**config.mk**
```make
export PLATFORM = sky130hd
export DESIGN_NAME = tbe_filter
export DESIGN_NICKNAME = d
export VERILOG_FILES = /design/src/hw/rtl/tbe_pkg.sv /design/src/hw/rtl/tbe_filter.sv
export SDC_FILE = /design/constraint.sdc
export NUM_CORES = 2
export LEC_CHECK = 0
export BUFFER_PORTS_ARGS = -buffer_cell sky130_fd_sc_hd__buf_2
export CELL_PAD_IN_SITES_DETAIL_PLACEMENT = 0
export CELL_PAD_IN_SITES_GLOBAL_PLACEMENT = 2
export CORE_MARGIN = 3
export CORE_UTILIZATION = 40
export DETAILED_ROUTE_END_ITERATION = 16
export GPL_TIMING_DRIVEN = 0
export PLACE_DENSITY = 0.89
export SYNTH_ARGS = -nofsm -noshare
export SYNTH_HDL_FRONTEND = slang
export SYNTH_SLANG_ARGS = --single-unit
export TNS_END_PERCENT = 30
```
**constraint.sdc**
```tcl
create_clock -name clk -period 8.6 [get_ports clk]
set_input_delay 0 -clock clk [delete_from_list [all_inputs] [get_ports clk]]
set_output_delay 0 -clock clk [all_outputs]
set_load 0.01 [all_outputs]
```
**src/hw/rtl/tbe_pkg.sv**
```systemverilog
// Package for the threshold blob extractor: shared constants, blob and run
// record types and the configuration bundle. No dependencies.
`default_nettype none
package tbe_pkg;

  localparam int unsigned MAX_WIDTH  = 1024;
  localparam int unsigned MAX_HEIGHT = 1024;
  localparam int unsigned MAX_BLOBS  = 64;

  localparam int unsigned CW   = 10;  // column and row width
  localparam int unsigned MW   = 21;  // mass width
  localparam int unsigned MXW  = 31;  // doubled x moment width
  localparam int unsigned MYW  = 30;  // y moment width
  localparam int unsigned RLW  = 11;  // run length width
  localparam int unsigned PXW  = 22;  // run x moment width
  localparam int unsigned PYW  = 21;  // run y moment width
  localparam int unsigned CFGW = 21;  // configuration data width
  localparam int unsigned CIW  = 3;   // configuration index width

  typedef enum logic [CIW-1:0] {
    REG_THRESHOLD  = 3'd0,
    REG_ASSOC      = 3'd1,
    REG_MIN_MASS   = 3'd2,
    REG_MAX_MASS   = 3'd3,
    REG_MIN_ASPECT = 3'd4,
    REG_MAX_ASPECT = 3'd5,
    REG_MIN_FILL   = 3'd6
  } reg_index_t;

  typedef enum logic [2:0] {
    ST_IDLE,
    ST_DRAIN,
    ST_SCAN,
    ST_EVAL1,
    ST_EVAL2,
    ST_EVAL3,
    ST_FINISH
  } state_t;

  typedef struct packed {
    logic [CW-1:0]  x0;
    logic [CW-1:0]  x1;
    logic [CW-1:0]  y0;
    logic [CW-1:0]  y1;
    logic [MW-1:0]  mass;
    logic [MXW-1:0] mx;
    logic [MYW-1:0] my;
  } blob_t;

  typedef struct packed {
    logic           valid;
    logic [CW-1:0]  xa;
    logic [CW-1:0]  xb;
    logic [CW-1:0]  y;
    logic [CW:0]    cx2;
    logic [RLW-1:0] m;
    logic [PXW-1:0] pmx;
    logic [PYW-1:0] pmy;
  } run_t;

  typedef struct packed {
    logic [15:0] pixel_threshold;
    logic [7:0]  assoc_range;
    logic [20:0] min_mass;
    logic [20:0] max_mass;
    logic [17:0] min_aspect_q8;
    logic [17:0] max_aspect_q8;
    logic [8:0]  min_fill_q8;
  } cfg_t;

endpackage
`default_nettype wire

```
**src/hw/rtl/tbe_filter.sv**
```systemverilog
// Two-stage limit check on one blob: mass, aspect and fill tests.
// Depends on tbe_pkg.
`default_nettype none
module tbe_filter (
  input  wire                  clk,
  input  wire tbe_pkg::cfg_t   cfg,
  input  wire tbe_pkg::blob_t  cand,
  output logic                 pass
);
  import tbe_pkg::*;

  logic [RLW-1:0]  w1, h1;
  logic [MW-1:0]   m1;
  logic [28:0]     pa1, pb1;
  logic [21:0]     wh1;
  logic [30:0]     fill2;
  logic [MW+7:0]   m256_2;
  logic            part2;
  logic [RLW+7:0]  h256;

  assign h256 = {h1, 8'b0};

  always_ff @(posedge clk) begin
    w1    <= {1'b0, cand.x1} - {1'b0, cand.x0} + RLW'(1);
    h1    <= {1'b0, cand.y1} - {1'b0, cand.y0} + RLW'(1);
    m1    <= cand.mass;
    pa1   <= 29'(cfg.min_aspect_q8) * 29'({1'b0, cand.x1} - {1'b0, cand.x0} + RLW'(1));
    pb1   <= 29'(cfg.max_aspect_q8) * 29'({1'b0, cand.x1} - {1'b0, cand.x0} + RLW'(1));
    wh1   <= 22'({1'b0, cand.x1} - {1'b0, cand.x0} + RLW'(1)) *
             22'({1'b0, cand.y1} - {1'b0, cand.y0} + RLW'(1));
    fill2  <= 31'(cfg.min_fill_q8) * 31'(wh1);
    m256_2 <= {m1, 8'b0};
    part2  <= (m1 >= cfg.min_mass) && (m1 <= cfg.max_mass) &&
              (29'(h256) >= pa1) && (29'(h256) <= pb1);
  end

  assign pass = part2 && (31'(m256_2) >= fill2);

endmodule
`default_nettype wire

```
==> flow_summary.ini <==
[outcome]
status = finished clean

[synthesis]
synth_seq_cells = 165
synthesis.area_um2 = 33500
ys_seq_area_frac = 0.0986
synth_top_area_frac = 0.395
synthCells = 3731
synth-edff-count = 0
synth_fp_nets = 4986
synth_largest_area_cell = fa_1
synth_area_leaders = fa_1 40%, ha_1 13%, inv_1 9.9%
yosys-top-cells-count = 886 x inv_1, 661 x fa_1, 471 x nand2_1
yosysWarnings = 0
synth-async-reset-ratio = 0
syn_avg_cell_area_um2 = 8.97
yosysMostFrequentCell = inv_1
ys_types = 78
synth_top_flop_cell = dfxtp_1

[setup_path]
arrival_ns = 8.61
slowest_stage = clkbuf_1
crit_path_start_kind = input port
max_stage_delay_ns = 0.68
crit_required_ns = 9.03
worstSetupPathType = in2reg
cp.buffers_inverters = 8
cp_top_family = adder cells
endpoint_kind = register
worst-path-max-fanout = 10
crit_path_frequent_cell = inv_1

[timing]
min_period_ns = 8.18
slew_viol_final = 0
finalHoldViolations = 0
holdWs_ns = 0.0332
period_share = 0.951
slew_headroom = 0.233
max_freq_ghz = 0.122
tightest_slew_ns = 1.15
fin_worst_skew_ns = 0.0107
setup_viol = 0

[global_routing]
antenna_found_initial = 8
grt_pass1_wl_um = 147000
grt_use_met1 = 0.291
track_usage = 0.223
grt_overflow = 0
grt_use_met2 = 0.393
grt.busiest_layer = met2
grt_pass1_vias = 26200
grtUsageMet3 = 0.0269
grt_max_degree = 21

[layout]
layout-drive-gt1-share = 0.0683
fin_cells = 5031
nNetsFinal = 5198
syn2layout_area_growth_pct = 10.4

[die]
die_h_um = 295
die_w_um = 295
ios = 235
coreArea_um2 = 82500
start_util = 0.406
dieArea_um2 = 87200
rows = 105

[drt]
vias = 24500
drc = 0
drt_first_iter_violations = 1070
route.detailed.wl_per_inst_um = 18.4
ant_nets = 0
wl_um = 92800
via_per_inst = 4.87
dr.pass1.iters = 5

[placement]
place.gp.congestion = 0.879
numPortBuffers = 149
dp_cells = 4950
dp_hpwl_um = 78300

[clock_tree]
clkTransAtPathRegs_ns = 0.09
cts_made_buffers = 17
cts_tree = built
cts_num_sinks = 165
cts_htree_levels = 4
cts_root_buffer = clkbuf_16
clock_latency_ns = 0.50
cts_buffer_depth = 2

[run]
maxCapViolations = 0

[min_path]
hp-class = in2reg
-- per-layer routing --
layer  share of wire  up-vias
met3           0.042      100
met4           0.025        2
met1            0.44    12400
li1                -    11600
met5         0.00018        -
met2            0.49      480
-- state kept, by name, summed over array words and instances (netlist names) --
name    cells
part2       1
m1         21
m256_2     21
pa1        29
wh1        22
pb1        29
fill2      31
h1         11
-- path summary, 6_finish.rpt --
kind | from | to | slack [ns] | cells after the start
worst max register to register | wh1[10] | fill2[29] | 2.91 | 20
worst min register to register | m1[0] | m256_2[8] | 0.38 | 0
worst max-delay path | cand[102] | pa1[27] | 0.42 | 31
worst min-delay path | cfg[3] | fill2[3] | 0.03 | 4
-- kinds of logic after synthesis --
group,synth area share
compound gates,0.0583
xor+xnor,0.0417
fa+ha+maj,0.531
buf+inv,0.116
flops,0.0986
mux,0.000299
simple gates,0.154
-- per-stage QoR --
step	instance area, µm²	setup TNS, ns	utilization	setup slack [ns]
floorplan	33500	0	-	0.769
global placement	35600	-25.50	0.431	-1.66
detailed placement	35600	-29.57	0.431	-1.78
CTS	36700	0	0.445	0.0725
global route	37000	-0.0306	0.448	-0.0306
finish	37000	0	0.448	0.418
-- worst reg2reg max path, stage by stage (launching register included) --
cell and delay, ns:
dfxtp_1 0.33, clkbuf_1 0.38, nand2_1 0.15, fa_1 0.57, inv_1 0.06, fa_1 0.50
inv_1 0.06, fa_1 0.52, inv_1 0.05, fa_1 0.43, ha_1 0.22, or3_1 0.49
nor2_1 0.11, o21ai_0 0.22, a41o_1 0.34, o211ai_1 0.29, o21ai_0 0.20, nand4_1 0.13
nand3_1 0.10, o41ai_1 0.32, xnor2_1 0.16
-- cell usage in the layout (no fill, tap or decap), drive strengths merged, types with 5 or more instances in the layout --
cell type / count
a31oi: 12
nor2b: 29
buf: 174
clkinv: 10
nor4: 11
inv: 891
nor3: 25
o21a: 25
xor2: 31
and3: 11
a211oi: 9
o21bai: 8
dfxtp: 165
dlygate4sd3: 38
nor2: 119
fa: 661
a21boi: 6
o31ai: 6
a21oi: 83
nand3: 24
diode: 5
a211o: 5
nand4: 20
or2: 12
o21ai: 51
xnor2: 125
nand2: 473
ha: 360
and2: 288
a21o: 43
o211ai: 9
clkbuf: 139
maj3: 5
nand2b: 28
-- layout make-up --
class / count / area (µm²)
antenna: 5 / 12.5
buffer: 141 / 636
clock buffer: 17 / 425
clock inverter: 15 / 225
fill: 8302 / 45500
inverter: 888 / 3340
multi-input combinational: 2536 / 26500
sequential: 165 / 3300
tap: 1070 / 1340
timing repair buffer: 194 / 1190
-- what timing repair did --
action,in CTS,in global routing
hold buffers,38,0
endpoints found under the hold margin,38,0
gates resized for setup,27,68
setup endpoints to repair,24,8
buffers inserted,0,7
pin swaps,0,4
Power is left out: the tool's default activity adds up to more than one toggle a clock period on the data nets, which glitch-free logic cannot reach.
