## config.mk

```make
export PLATFORM = sky130hd
export DESIGN_NAME = tbe_cell
export DESIGN_NICKNAME = d
export VERILOG_FILES = /design/src/hw/rtl/tbe_pkg.sv /design/src/hw/rtl/tbe_cell.sv
export SDC_FILE = /design/constraint.sdc
export NUM_CORES = 1
export LEC_CHECK = 0
export BUFFER_PORTS_ARGS = -buffer_cell sky130_fd_sc_hd__buf_2
export CAP_MARGIN = 20
export CORE_ASPECT_RATIO = 1.1
export CORE_UTILIZATION = 43
export CTS_CLUSTER_DIAMETER = 150
export DETAILED_ROUTE_END_ITERATION = 12
export PLACE_DENSITY_LB_ADDON = 0.1
export REMOVE_ABC_BUFFERS = 1
export SLEW_MARGIN = 20
export SYNTH_ARGS = -nofsm -noshare
export SYNTH_HDL_FRONTEND = slang
export SYNTH_SLANG_ARGS = --single-unit
```

## constraint.sdc

```tcl
create_clock -name clk -period 25.5 [get_ports clk]
set_input_delay 3.825 -clock clk [delete_from_list [all_inputs] [get_ports clk]]
set_output_delay 3.825 -clock clk [all_outputs]
set_load 0.01 [all_outputs]
```

## src/hw/rtl/tbe_pkg.sv

```systemverilog
// Package for the threshold blob extractor: shared constants, blob and run
// record types and the configuration bundle. No dependencies.
`default_nettype none
package tbe_pkg;

  localparam int unsigned MAX_WIDTH  = 1024;
  localparam int unsigned MAX_HEIGHT = 1024;
  localparam int unsigned MAX_BLOBS  = 64;

  localparam int unsigned CW   = 10;  // column and row width
  localparam int unsigned MW   = 21;  // mass width
  localparam int unsigned MXW  = 31;  // doubled x moment width
  localparam int unsigned MYW  = 30;  // y moment width
  localparam int unsigned RLW  = 11;  // run length width
  localparam int unsigned PXW  = 22;  // run x moment width
  localparam int unsigned PYW  = 21;  // run y moment width
  localparam int unsigned CFGW = 21;  // configuration data width
  localparam int unsigned CIW  = 3;   // configuration index width

  typedef enum logic [CIW-1:0] {
    REG_THRESHOLD  = 3'd0,
    REG_ASSOC      = 3'd1,
    REG_MIN_MASS   = 3'd2,
    REG_MAX_MASS   = 3'd3,
    REG_MIN_ASPECT = 3'd4,
    REG_MAX_ASPECT = 3'd5,
    REG_MIN_FILL   = 3'd6
  } reg_index_t;

  typedef enum logic [2:0] {
    ST_IDLE,
    ST_DRAIN,
    ST_SCAN,
    ST_EVAL1,
    ST_EVAL2,
    ST_EVAL3,
    ST_FINISH
  } state_t;

  typedef struct packed {
    logic [CW-1:0]  x0;
    logic [CW-1:0]  x1;
    logic [CW-1:0]  y0;
    logic [CW-1:0]  y1;
    logic [MW-1:0]  mass;
    logic [MXW-1:0] mx;
    logic [MYW-1:0] my;
  } blob_t;

  typedef struct packed {
    logic           valid;
    logic [CW-1:0]  xa;
    logic [CW-1:0]  xb;
    logic [CW-1:0]  y;
    logic [CW:0]    cx2;
    logic [RLW-1:0] m;
    logic [PXW-1:0] pmx;
    logic [PYW-1:0] pmy;
  } run_t;

  typedef struct packed {
    logic [15:0] pixel_threshold;
    logic [7:0]  assoc_range;
    logic [20:0] min_mass;
    logic [20:0] max_mass;
    logic [17:0] min_aspect_q8;
    logic [17:0] max_aspect_q8;
    logic [8:0]  min_fill_q8;
  } cfg_t;

endpackage
`default_nettype wire

```

## src/hw/rtl/tbe_cell.sv

```systemverilog
// One table cell of the blob chain: holds one blob, absorbs a passing run
// or forwards it, and shifts its blob towards the head during read-out.
// Depends on tbe_pkg.
`default_nettype none
module tbe_cell (
  input  wire                    clk,
  input  wire                    rst,
  input  wire                    shift_en,
  input  wire [7:0]              assoc_range,
  input  wire tbe_pkg::run_t     tok_in,
  output tbe_pkg::run_t          tok_out,
  input  wire                    right_occ,
  input  wire tbe_pkg::blob_t    right_blob,
  output logic                   occ,
  output tbe_pkg::blob_t         blob
);
  import tbe_pkg::*;

  logic          match;
  logic [CW+2:0] lo_l, lo_r, hi_l, hi_r;
  logic [CW+1:0] ylo_l, ylo_r, yhi_l, yhi_r;
  logic [MW:0]   mass_sum;
  logic [MXW:0]  mx_sum;
  logic [MYW:0]  my_sum;

  always_comb begin
    // Strict tests against the widened box, rearranged to stay unsigned.
    lo_l  = {2'b0, tok_in.cx2} + {4'b0, assoc_range, 1'b0};
    lo_r  = {2'b0, blob.x0, 1'b0};
    hi_l  = {2'b0, tok_in.cx2};
    hi_r  = ({3'b0, blob.x1} + {5'b0, assoc_range}) << 1;
    ylo_l = {2'b0, tok_in.y} + {4'b0, assoc_range};
    ylo_r = {2'b0, blob.y0};
    yhi_l = {2'b0, tok_in.y};
    yhi_r = {2'b0, blob.y1} + {4'b0, assoc_range};
    match = occ && (lo_l > lo_r) && (hi_l < hi_r) && (ylo_l > ylo_r) && (yhi_l < yhi_r);
    mass_sum = {1'b0, blob.mass} + {{(MW+1-RLW){1'b0}}, tok_in.m};
    mx_sum   = {1'b0, blob.mx} + {{(MXW+1-PXW){1'b0}}, tok_in.pmx};
    my_sum   = {1'b0, blob.my} + {{(MYW+1-PYW){1'b0}}, tok_in.pmy};
  end

  always_ff @(posedge clk) begin
    if (rst) begin
      occ           <= 1'b0;
      tok_out.valid <= 1'b0;
    end else begin
      tok_out.valid <= tok_in.valid && occ && !match;
      if (shift_en) begin
        occ <= right_occ;
      end else if (tok_in.valid && !occ) begin
        occ <= 1'b1;
      end
    end
    tok_out.xa  <= tok_in.xa;
    tok_out.xb  <= tok_in.xb;
    tok_out.y   <= tok_in.y;
    tok_out.cx2 <= tok_in.cx2;
    tok_out.m   <= tok_in.m;
    tok_out.pmx <= tok_in.pmx;
    tok_out.pmy <= tok_in.pmy;
    if (shift_en) begin
      blob <= right_blob;
    end else if (tok_in.valid && !occ) begin
      blob.x0   <= tok_in.xa;
      blob.x1   <= tok_in.xb;
      blob.y0   <= tok_in.y;
      blob.y1   <= tok_in.y;
      blob.mass <= {{(MW-RLW){1'b0}}, tok_in.m};
      blob.mx   <= {{(MXW-PXW){1'b0}}, tok_in.pmx};
      blob.my   <= {{(MYW-PYW){1'b0}}, tok_in.pmy};
    end else if (tok_in.valid && match) begin
      if (tok_in.xa < blob.x0) blob.x0 <= tok_in.xa;
      if (tok_in.xb > blob.x1) blob.x1 <= tok_in.xb;
      if (tok_in.y < blob.y0) blob.y0 <= tok_in.y;
      if (tok_in.y > blob.y1) blob.y1 <= tok_in.y;
      blob.mass <= mass_sum[MW] ? {MW{1'b1}} : mass_sum[MW-1:0];
      blob.mx   <= mx_sum[MXW] ? {MXW{1'b1}} : mx_sum[MXW-1:0];
      blob.my   <= my_sum[MYW] ? {MYW{1'b1}} : my_sum[MYW-1:0];
    end
  end

endmodule
`default_nettype wire

```

==> results of run 1 <==
==> worst reg2reg max path: cells and delay by family, from the launching register on <==
family | cells | cell delay [ns]
buf+inv | 1 | 0.83
flops | 1 | 0.49
xor+xnor | 1 | 0.15
simple gates | 1 | 0.32
compound gates | 10 | 2.31
fa+ha+maj | 3 | 0.95
==> logic make-up after synthesis <==
logic type,after synthesis,synth area share (%)
AND/OR/NAND/NOR,412,13.9
flip-flops,219,40.6
XOR/XNOR,85,5.40
buffers and inverters,125,3.56
multiplexers,23,1.85
AO/OA/AOI/OAI,400,18.9
adder cells (fa/ha/maj),169,15.7
==> registers in the layout, summed over array words and instances (netlist names) <==
name and flops:
blob 122, tok_out 96, occ 1
==> through the flow <==
stage                     power [mW]  worst slack (ns)
after floorplan                0.698             12.59
after global placement         0.820             16.57
after detailed placement       0.826             16.40
after CTS                       1.17             16.97
after global routing            1.24             16.54
final                           1.16             16.90
==> routing by layer <==
metal,vias up,global-route usage (%),routed length [µm]
li1,6129,-,-
met1,5683,28.3,16700
met2,393,43.1,20000
met3,67,5.78,2880
met4,6,7.05,1010
met5,-,0,37
==> placed cells by master (no fill, tap or decap), types with 29 or more instances in the layout <==
cell and n:
a21oi_1 96, buf_2 447, dfxtp_1 97, edfxtp_1 122, ha_1 162, inv_1 75, nand2_1 156, nand3_1 29
nor2_1 84, nor3_1 40, o21ai_0 62, o21ai_1 38, o31ai_1 35, xnor2_1 52, xor2_1 33
==> worst paths after layout <==
path,from,end,slack (ns),cells after the start
worst max-delay path,assoc_range[0],blob[66],16.90,18
worst min-delay path,blob[79],blob[79],0.70,1
worst max register to register,blob[102],blob[66],20.00,16
worst min register to register,blob[79],blob[79],0.70,1
==> synthesized netlist by cell type, types with 10 or more instances <==
library cell	instances	area, µm²
xor2_1	33	289
o22ai_1	18	113
nand2b_1	27	169
o21bai_1	14	105
nor2_1	85	319
inv_1	75	282
o21ai_1	38	190
nand2_1	156	586
nor3_1	40	200
ha_1	162	2030
edfxtp_1	122	3660
o21a_1	24	180
nor2b_1	20	125
a21o_1	26	195
dfxtp_1	97	1940
clkbuf_1	36	135
o21ai_0	63	315
o211ai_1	10	75.1
nand3_1	29	145
nand4_1	16	100
xnor2_1	52	455
mux2_2	19	214
o31ai_1	36	270
a211oi_1	10	75.1
a21oi_1	97	485
==> area by class of cell <==
type / instances / area (µm²)
antenna: 6 / 15.0
clock buffer: 38 / 734
clock inverter: 7 / 45.0
fill: 3000 / 14200
inverter: 75 / 282
multi-input combinational: 1089 / 7740
sequential: 219 / 5610
tap: 420 / 526
timing repair buffer: 455 / 2310
==> power breakdown <==
part	switching, mW	internal (mW)	leakage (nW)	total, mW
sequential	0.0246	0.416	2.07	0.441
combinational	0.213	0.165	5.58	0.379
clock	0.147	0.198	0.385	0.345
total	0.385	0.779	8.03	1.16
==> flow_metrics.py, run 1 <==
metrics = {
    "run_status": {
        "status": "finished, final reports clean",
    },
    "timing": {
        "fmax_ghz": 0.116,
        "slew_viol_final": 0,
        "fin_hold_ws_ns": 0.697,
        "final.min_clock_period_ns": 8.60,
        "hold_viol": 0,
        "setup_violations": 0,
        "worst_pin_slew_ns": 0.990,
        "fin_skew_ns": 0.0125,
        "relSlewSlack_pct": 33.9,
        "rsz0062_at_grt": "false",
        "tns_ns": 0,
        "fin_crit_sh_pct": 33.7,
    },
    "critical_path": {
        "critPathTopFamily": "compound AO/OA/AOI/OAI gates",
        "cp_max_fo": 65,
        "crit_type": "in -> reg",
        "slowest_stage": "buf_4",
        "path_buf_inv": 2,
        "cp.required_ns": 25.64,
        "cpPeakStageDelay_ns": 0.81,
        "critPathLaunchType": "input port",
        "crit_arrival_ns": 8.74,
        "end_kind": "register",
        "path_cells": "buf_2 -> ha_1 -> fa_1 -> a21oi_1 -> nor2_1 -> nor2_1 -> nor2b_1 -> o21a_1 -> o41ai_1 -> xnor2_1 -> ha_1 -> nand2_1 -> nor4_1 -> a2111oi_0 -> o22ai_1 -> nand4_1 -> o21ai_4 -> buf_4",
    },
    "clock_tree": {
        "cts_tree": "yes",
        "clkTransAtPathRegs_ns": 0.06,
        "hold_buffers": 0,
        "h-tree-depth": 1,
        "cts.sinks": 219,
        "cts_buffers": 25,
        "cts_resized": 0,
        "clockBufferDepth": 3,
        "insertion_delay_ns": 0.53,
        "cts_root_buf": "clkbuf_16",
        "cts_setup_buffers": 0,
    },
    "routing": {
        "drt_iter0_drc": 580,
        "wl_per_cell_um": 17.6,
        "first_pass_iters": 5,
        "ant_nets": 0,
        "drt-total-wl_mm": 40.5,
        "viasPerCell": 5.32,
        "vias": 12300,
        "drc_errors": 0,
    },
    "cells_and_area": {
        "layoutNonFillerInstCount": 2309,
        "area_growth_pct": 25.0,
        "drive_gt1_share_pct": 28.4,
        "fin_util_pct": 54.8,
        "nets": 2264,
        "design_area_mm2": 0.0173,
    },
    "global_routing": {
        "grt_pass1_vias": 12000,
        "grt_antenna_before_repair": 10,
        "grt.overflow.total": 0,
        "grt_usage_pct": 24.0,
        "grt_pass1_wl_mm": 63.0,
        "grt_start_max_net_pins": 89,
    },
    "floorplanning": {
        "die_h_um": 190,
        "num_io_pins": 449,
        "initial_core_util_pct": 43.8,
        "rows": 68,
        "die_x_um": 173,
        "dieArea_mm2": 0.0328,
        "core_area_mm2": 0.0315,
    },
    "synthesis": {
        "ys_ff_latch": 219,
        "syn_area_mm2": 0.0138,
        "syn_avg_cell_area_um2": 9.63,
        "ys.flop_type": "edfxtp_1",
        "async_flop_share_pct": 0,
        "synth-edff-count": 122,
        "synth_cell_types": 78,
        "synth-seq-area-share_pct": 40.6,
        "syn_inst": 1433,
        "yosysWarnings": 0,
    },
    "flow_run": {
        "max-cap-violations": 0,
    },
    "power": {
        "peakVddDrop_v": 0.0000584,
        "power_density_mw_per_mm2": 67.5,
        "p_leak_nw": 8.03,
    },
    "placed_design": {
        "dpl-instance-area_mm2": 0.0165,
        "place_congestion": 0.911,
        "placed_cells": 2258,
        "port_buffers": 448,
        "place_hpwl_mm": 31.2,
    },
    "worst_hold_path": {
        "hp-class": "reg -> reg",
    },
}
Note: power is estimated with default switching activity, not from simulation.
==> run 2: changes to the inputs <==
clock period = 8.93 ns   (was 25.5 ns; I/O delays follow)
==> flow_metrics.py, run 2 (same netlist as run 1, synthesis figures left out) <==
metrics = {
    "routing": {
        "ant_nets": 0,
        "vias": 12300,
        "drc_errors": 0,
        "wl_per_cell_um": 17.7,
        "viasPerCell": 5.34,
        "drt-total-wl_mm": 40.9,
        "drt_iter0_drc": 573,
        "first_pass_iters": 7,
    },
    "power": {
        "peakVddDrop_v": 0.000159,
        "switching_power_mw": 1.13,
        "p_int_mw": 2.35,
        "sw_frac_of_total_pct": 32.4,
        "comb_power_share_pct": 31.1,
        "seq_power_share_pct": 36.2,
        "clkPwrFrac_pct": 32.7,
        "p_leak_nw": 8.10,
        "power.total_mw": 3.48,
        "power_density_mw_per_mm2": 200,
    },
    "floorplanning": {
        "rows": 68,
        "initial_core_util_pct": 43.8,
        "core_area_mm2": 0.0315,
        "dieArea_mm2": 0.0328,
        "die_x_um": 173,
        "die_h_um": 190,
        "num_io_pins": 449,
    },
    "global_routing": {
        "grt.overflow.total": 0,
        "busiest_layer": "met2",
        "grt_util_met3_pct": 5.54,
        "use_met2_pct": 43.4,
        "gr-usage-met1_pct": 28.9,
        "grt_usage_pct": 24.1,
        "grt_start_max_net_pins": 86,
        "grt_pass1_wl_mm": 63.1,
        "grt_pass1_vias": 11900,
        "grt_antenna_before_repair": 10,
    },
    "clock_tree": {
        "cts_root_buf": "clkbuf_16",
        "cts_setup_buffers": 0,
        "cts_buffers": 26,
        "clockBufferDepth": 3,
        "insertion_delay_ns": 0.54,
        "cts_resized": 0,
        "h-tree-depth": 1,
        "hold_buffers": 0,
        "clkTransAtPathRegs_ns": 0.06,
        "cts_tree": "yes",
        "cts.sinks": 219,
    },
    "timing": {
        "final.min_clock_period_ns": 5.41,
        "rsz0062_at_grt": "false",
        "worst_pin_slew_ns": 1.05,
        "timing.final.ws_setup_ns": 3.52,
        "fin_skew_ns": 0.0121,
        "hold_viol": 0,
        "fin_crit_sh_pct": 60.6,
        "fmax_ghz": 0.185,
        "setup_violations": 0,
        "slew_viol_final": 0,
        "relSlewSlack_pct": 29.4,
    },
    "run_status": {
        "status": "finished, final reports clean",
    },
    "cells_and_area": {
        "layout_common_cells": "447 x buf_2, 162 x ha_1, 156 x nand2_1",
        "largest_reg_flops": 122,
        "seqCellArea_mm2": 0.00561,
        "final_common_cell": "buf_2",
        "largest_register": "blob",
        "nets": 2265,
        "fillCellCount": 2961,
        "multi_input_area_mm2": 0.00774,
        "reg_top3": "blob (122), tok_out (96), occ (1)",
        "area_growth_pct": 26.1,
        "drive_gt1_share_pct": 28.7,
    },
    "critical_path": {
        "end_kind": "register",
        "crit_type": "in -> reg",
        "cpPeakStageDelay_ns": 0.99,
        "critPathLaunchType": "input port",
        "rrSetupSlack_ns": 4.07,
        "cp.required_ns": 9.09,
        "path_cells": "buf_2 -> ha_1 -> a21o_1 -> a21oi_1 -> o21bai_1 -> a21oi_1 -> nor2b_1 -> o21a_1 -> o21a_1 -> o21ai_0 -> xnor2_1 -> ha_1 -> nand2_1 -> nor4_1 -> a2111oi_0 -> o22ai_1 -> nand4_1 -> o31ai_2",
        "ff2ff_path_depth": 15,
        "rr_endpoint": "blob[115]",
        "cp_max_fo": 10,
        "r2r-start": "blob[102]",
        "slowest_stage": "o31ai_2",
        "crit_arrival_ns": 5.57,
    },
    "placed_design": {
        "place_congestion": 0.903,
        "place_hpwl_mm": 31.2,
        "port_buffers": 448,
        "post-place-ws_ns": 2.93,
    },
    "worst_hold_path": {
        "whs_path_depth": 2,
        "min_from": "blob[80]",
        "min_to": "blob[80]",
        "hp-class": "reg -> reg",
    },
    "flow_run": {
        "max-cap-violations": 0,
    },
}
run 2: stage by stage:
step	utilization (%)	cell area (µm²)	setup TNS [ns]	instances	hold WS [ns]
2_1_floorplan	-	13600	-122.57	1383	0.584
3_5_place_dp	52.3	16400	0	2258	0.684
3_3_place_gp	52.3	16400	0	2258	0.679
4_1_cts	55.2	17400	0	2306	0.703
5_1_grt	55.2	17400	0	2309	0.757
6_report	55.3	17400	0	2313	0.707
run 2: cell type report:
type	count	area share [%]
clock inverter	10	0.676
clock buffer	38	4.65
sequential	219	32.2
inverter	75	1.62
multi-input combinational	1089	44.5
tap	420	3.02
timing repair buffer	455	13.2
antenna	7	0.101
run 2: critical path: cells and delay by family:
kind	cells	cell delay, ns
AOI/OAI and AO/OA	10	2.58
and+or+nand+nor	4	0.73
adders and majority gates	2	0.58
buffers and inverters	1	0.25
xor gates and xnor gates	1	0.10
run 2: per-layer routing:
layer / vias up / share of wire, %
met2: 386 / 50
met4: 8 / 1.9
li1: 6156 / -
met5: - / 0.13
met3: 58 / 6.5
met1: 5732 / 42
run 2: worst max path at each step:
stage	from	endpoint	slack [ns]	cells after the start
2_1_floorplan	assoc_range[0]	blob[0]	-1.49	15
3_3_place_gp	assoc_range[0]	blob[114]	3.13	17
3_5_place_dp	assoc_range[1]	blob[113]	2.93	18
4_1_cts	assoc_range[1]	blob[115]	3.51	18
5_1_grt	assoc_range[1]	blob[115]	3.12	18
6_report	assoc_range[1]	blob[115]	3.52	18
run 2: power by group through the flow:
stage	combinational (mW)	sequential, mW	clock, mW
6_report	1.08	1.26	1.14
3_3_place_gp	1.06	1.28	0
3_5_place_dp	1.08	1.28	0
4_1_cts	1.09	1.26	1.16
2_1_floorplan	0.675	1.32	0
5_1_grt	1.21	1.27	1.20
==> run 3: changes to the inputs <==
clock period = 4.7 ns   (was 8.93 ns; I/O delays follow)
==> flow_metrics.py, run 3 (same netlist as run 1, synthesis figures left out) <==
metrics = {
    "critical_path": {
        "cp_max_fo": 10,
        "path_cells": "ha_1 -> fa_1 -> a21o_1 -> a21oi_1 -> o21bai_1 -> a21oi_1 -> a21oi_1 -> xnor2_1 -> ha_1 -> a211o_1 -> o22a_1 -> a21oi_1 -> a311o_1 -> nand4_1 -> buf_4 -> o31ai_1 -> buf_4",
        "cp.required_ns": 4.94,
        "critPathLaunchType": "register",
        "cpMostUsedCell": "a21oi_1",
        "cpPeakStageDelay_ns": 0.46,
        "crit_arrival_ns": 4.56,
        "end_kind": "register",
        "crit_type": "reg -> reg",
        "r2r-start": "blob[102]",
        "crit_start": "blob[102]",
        "slowest_stage": "edfxtp_1",
    },
    "routing": {
        "wl_per_cell_um": 17.8,
        "viasPerCell": 5.31,
        "first_pass_iters": 4,
        "drt_iter0_drc": 594,
        "ant_nets": 0,
        "drt-total-wl_mm": 41.4,
        "vias": 12400,
        "drc_errors": 0,
    },
    "clock_tree": {
        "clkTransAtPathRegs_ns": 0.06,
        "cts_root_buf": "clkbuf_16",
        "cts_tree": "yes",
        "h-tree-depth": 1,
        "cts_resized": 0,
        "cts_buffers": 26,
        "cts.sinks": 219,
        "clockBufferDepth": 3,
        "hold_buffers": 0,
        "cts_setup_buffers": 0,
        "insertion_delay_ns": 0.56,
    },
    "worst_hold_path": {
        "min_from": "tok_in[85]",
        "hp-class": "in -> reg",
    },
    "timing": {
        "final.min_clock_period_ns": 4.32,
        "relSlewSlack_pct": 40.8,
        "fin_skew_ns": 0.0232,
        "rsz0062_at_grt": "false",
        "worst_pin_slew_ns": 0.887,
        "setup_violations": 0,
        "fin_crit_sh_pct": 91.8,
        "slew_viol_final": 0,
        "fmax_ghz": 0.232,
        "timing.final.ws_setup_ns": 0.384,
        "hold_viol": 0,
    },
    "global_routing": {
        "grt_antenna_before_repair": 8,
        "grt_pass1_vias": 12300,
        "grt.overflow.total": 0,
        "grt_start_max_net_pins": 111,
        "gr-usage-met1_pct": 29.1,
        "grt_usage_pct": 24.5,
        "use_met2_pct": 44.5,
        "grt_pass1_wl_mm": 64.4,
        "grt_util_met3_pct": 4.88,
        "busiest_layer": "met2",
    },
    "cells_and_area": {
        "layout_common_cells": "447 x buf_2, 162 x ha_1, 156 x nand2_1",
        "largest_register": "blob",
        "largest_reg_flops": 122,
        "design_area_mm2": 0.0175,
        "multi_input_area_mm2": 0.00774,
        "final_common_cell": "buf_2",
        "reg_top3": "blob (122), tok_out (96), occ (1)",
        "nets": 2282,
        "area_growth_pct": 27.0,
        "drive_gt1_share_pct": 29.3,
        "fillCellCount": 2968,
        "seqCellArea_mm2": 0.00561,
        "layoutNonFillerInstCount": 2329,
    },
    "run_status": {
        "status": "finished, final reports clean",
    },
    "power": {
        "power.total_mw": 6.56,
        "clkPwrFrac_pct": 31.6,
        "seq_power_share_pct": 36.6,
        "power_density_mw_per_mm2": 375,
        "switching_power_mw": 2.16,
        "p_leak_nw": 8.17,
        "comb_power_share_pct": 31.8,
        "p_int_mw": 4.40,
        "sw_frac_of_total_pct": 33.0,
        "peakVddDrop_v": 0.000279,
    },
    "floorplanning": {
        "die_h_um": 190,
        "initial_core_util_pct": 43.8,
        "core_area_mm2": 0.0315,
        "num_io_pins": 449,
        "rows": 68,
        "die_x_um": 173,
        "dieArea_mm2": 0.0328,
    },
    "placed_design": {
        "place_congestion": 0.880,
        "port_buffers": 448,
        "post-place-ws_ns": -0.0731,
        "placed_cells": 2275,
        "dpl-instance-area_mm2": 0.0166,
        "place_hpwl_mm": 31.9,
    },
    "flow_run": {
        "max-cap-violations": 0,
    },
}
-- run 3: per-layer routing --
| metal | vias to the layer above | routed length (µm) |
|---|---|---|
| li1 | 6168 | - |
| met1 | 5773 | 17300 |
| met2 | 365 | 20500 |
| met3 | 70 | 2480 |
| met4 | 2 | 1110 |
| met5 | - | 10 |
-- run 3: path summary, 6_finish.rpt --
check / to / slack (ns) / cells after the start
setup / recovery: blob[96] / 0.38 / 17
hold / removal: tok_out[85] / 0.28 / 1
setup reg to reg: blob[96] / 0.38 / 17
hold reg to reg: blob[79] / 0.74 / 1
-- run 3: layout make-up --
| type | count | share of cell area, % |
|---|---|---|
| Clock buffer | 32 | 3.96 |
| Clock inverter | 16 | 1.04 |
| Tap cell | 420 | 3.00 |
| Antenna cell | 6 | 0.0857 |
| Multi-Input combinational cell | 1089 | 44.2 |
| Sequential cell | 219 | 32.0 |
| Timing Repair Buffer | 472 | 14.1 |
| Inverter | 75 | 1.61 |
-- run 3: worst max-delay path, delay by kind of cell (launching register included) --
kind,cells,cell delay [ns]
XOR/XNOR,1,0.14
flip-flops,1,0.46
adder cells (fa/ha/maj),3,0.96
AO/OA/AOI/OAI,10,1.84
buffers and inverters,2,0.46
AND/OR/NAND/NOR,1,0.18
-- run 3: metrics by stage --
stage / hold WS (ns) / TNS, ns / util, %
floorplan: 0.584 / -417.40 / -
global placement: 0.713 / 0 / 52.8
detailed placement: 0.716 / -1.20 / 52.8
CTS: 0.251 / 0 / 55.6
global route: 0.257 / 0 / 55.6
finish: 0.277 / 0 / 55.6
-- run 3: power by group through the flow --
stage,clock (mW),combinational (mW),sequential [mW]
after CTS,2.11,2.10,2.40
after global routing,2.19,2.34,2.42
final,2.07,2.09,2.40
after floorplan,0,1.28,2.51
after global placement,0,2.05,2.44
after detailed placement,0,2.08,2.44
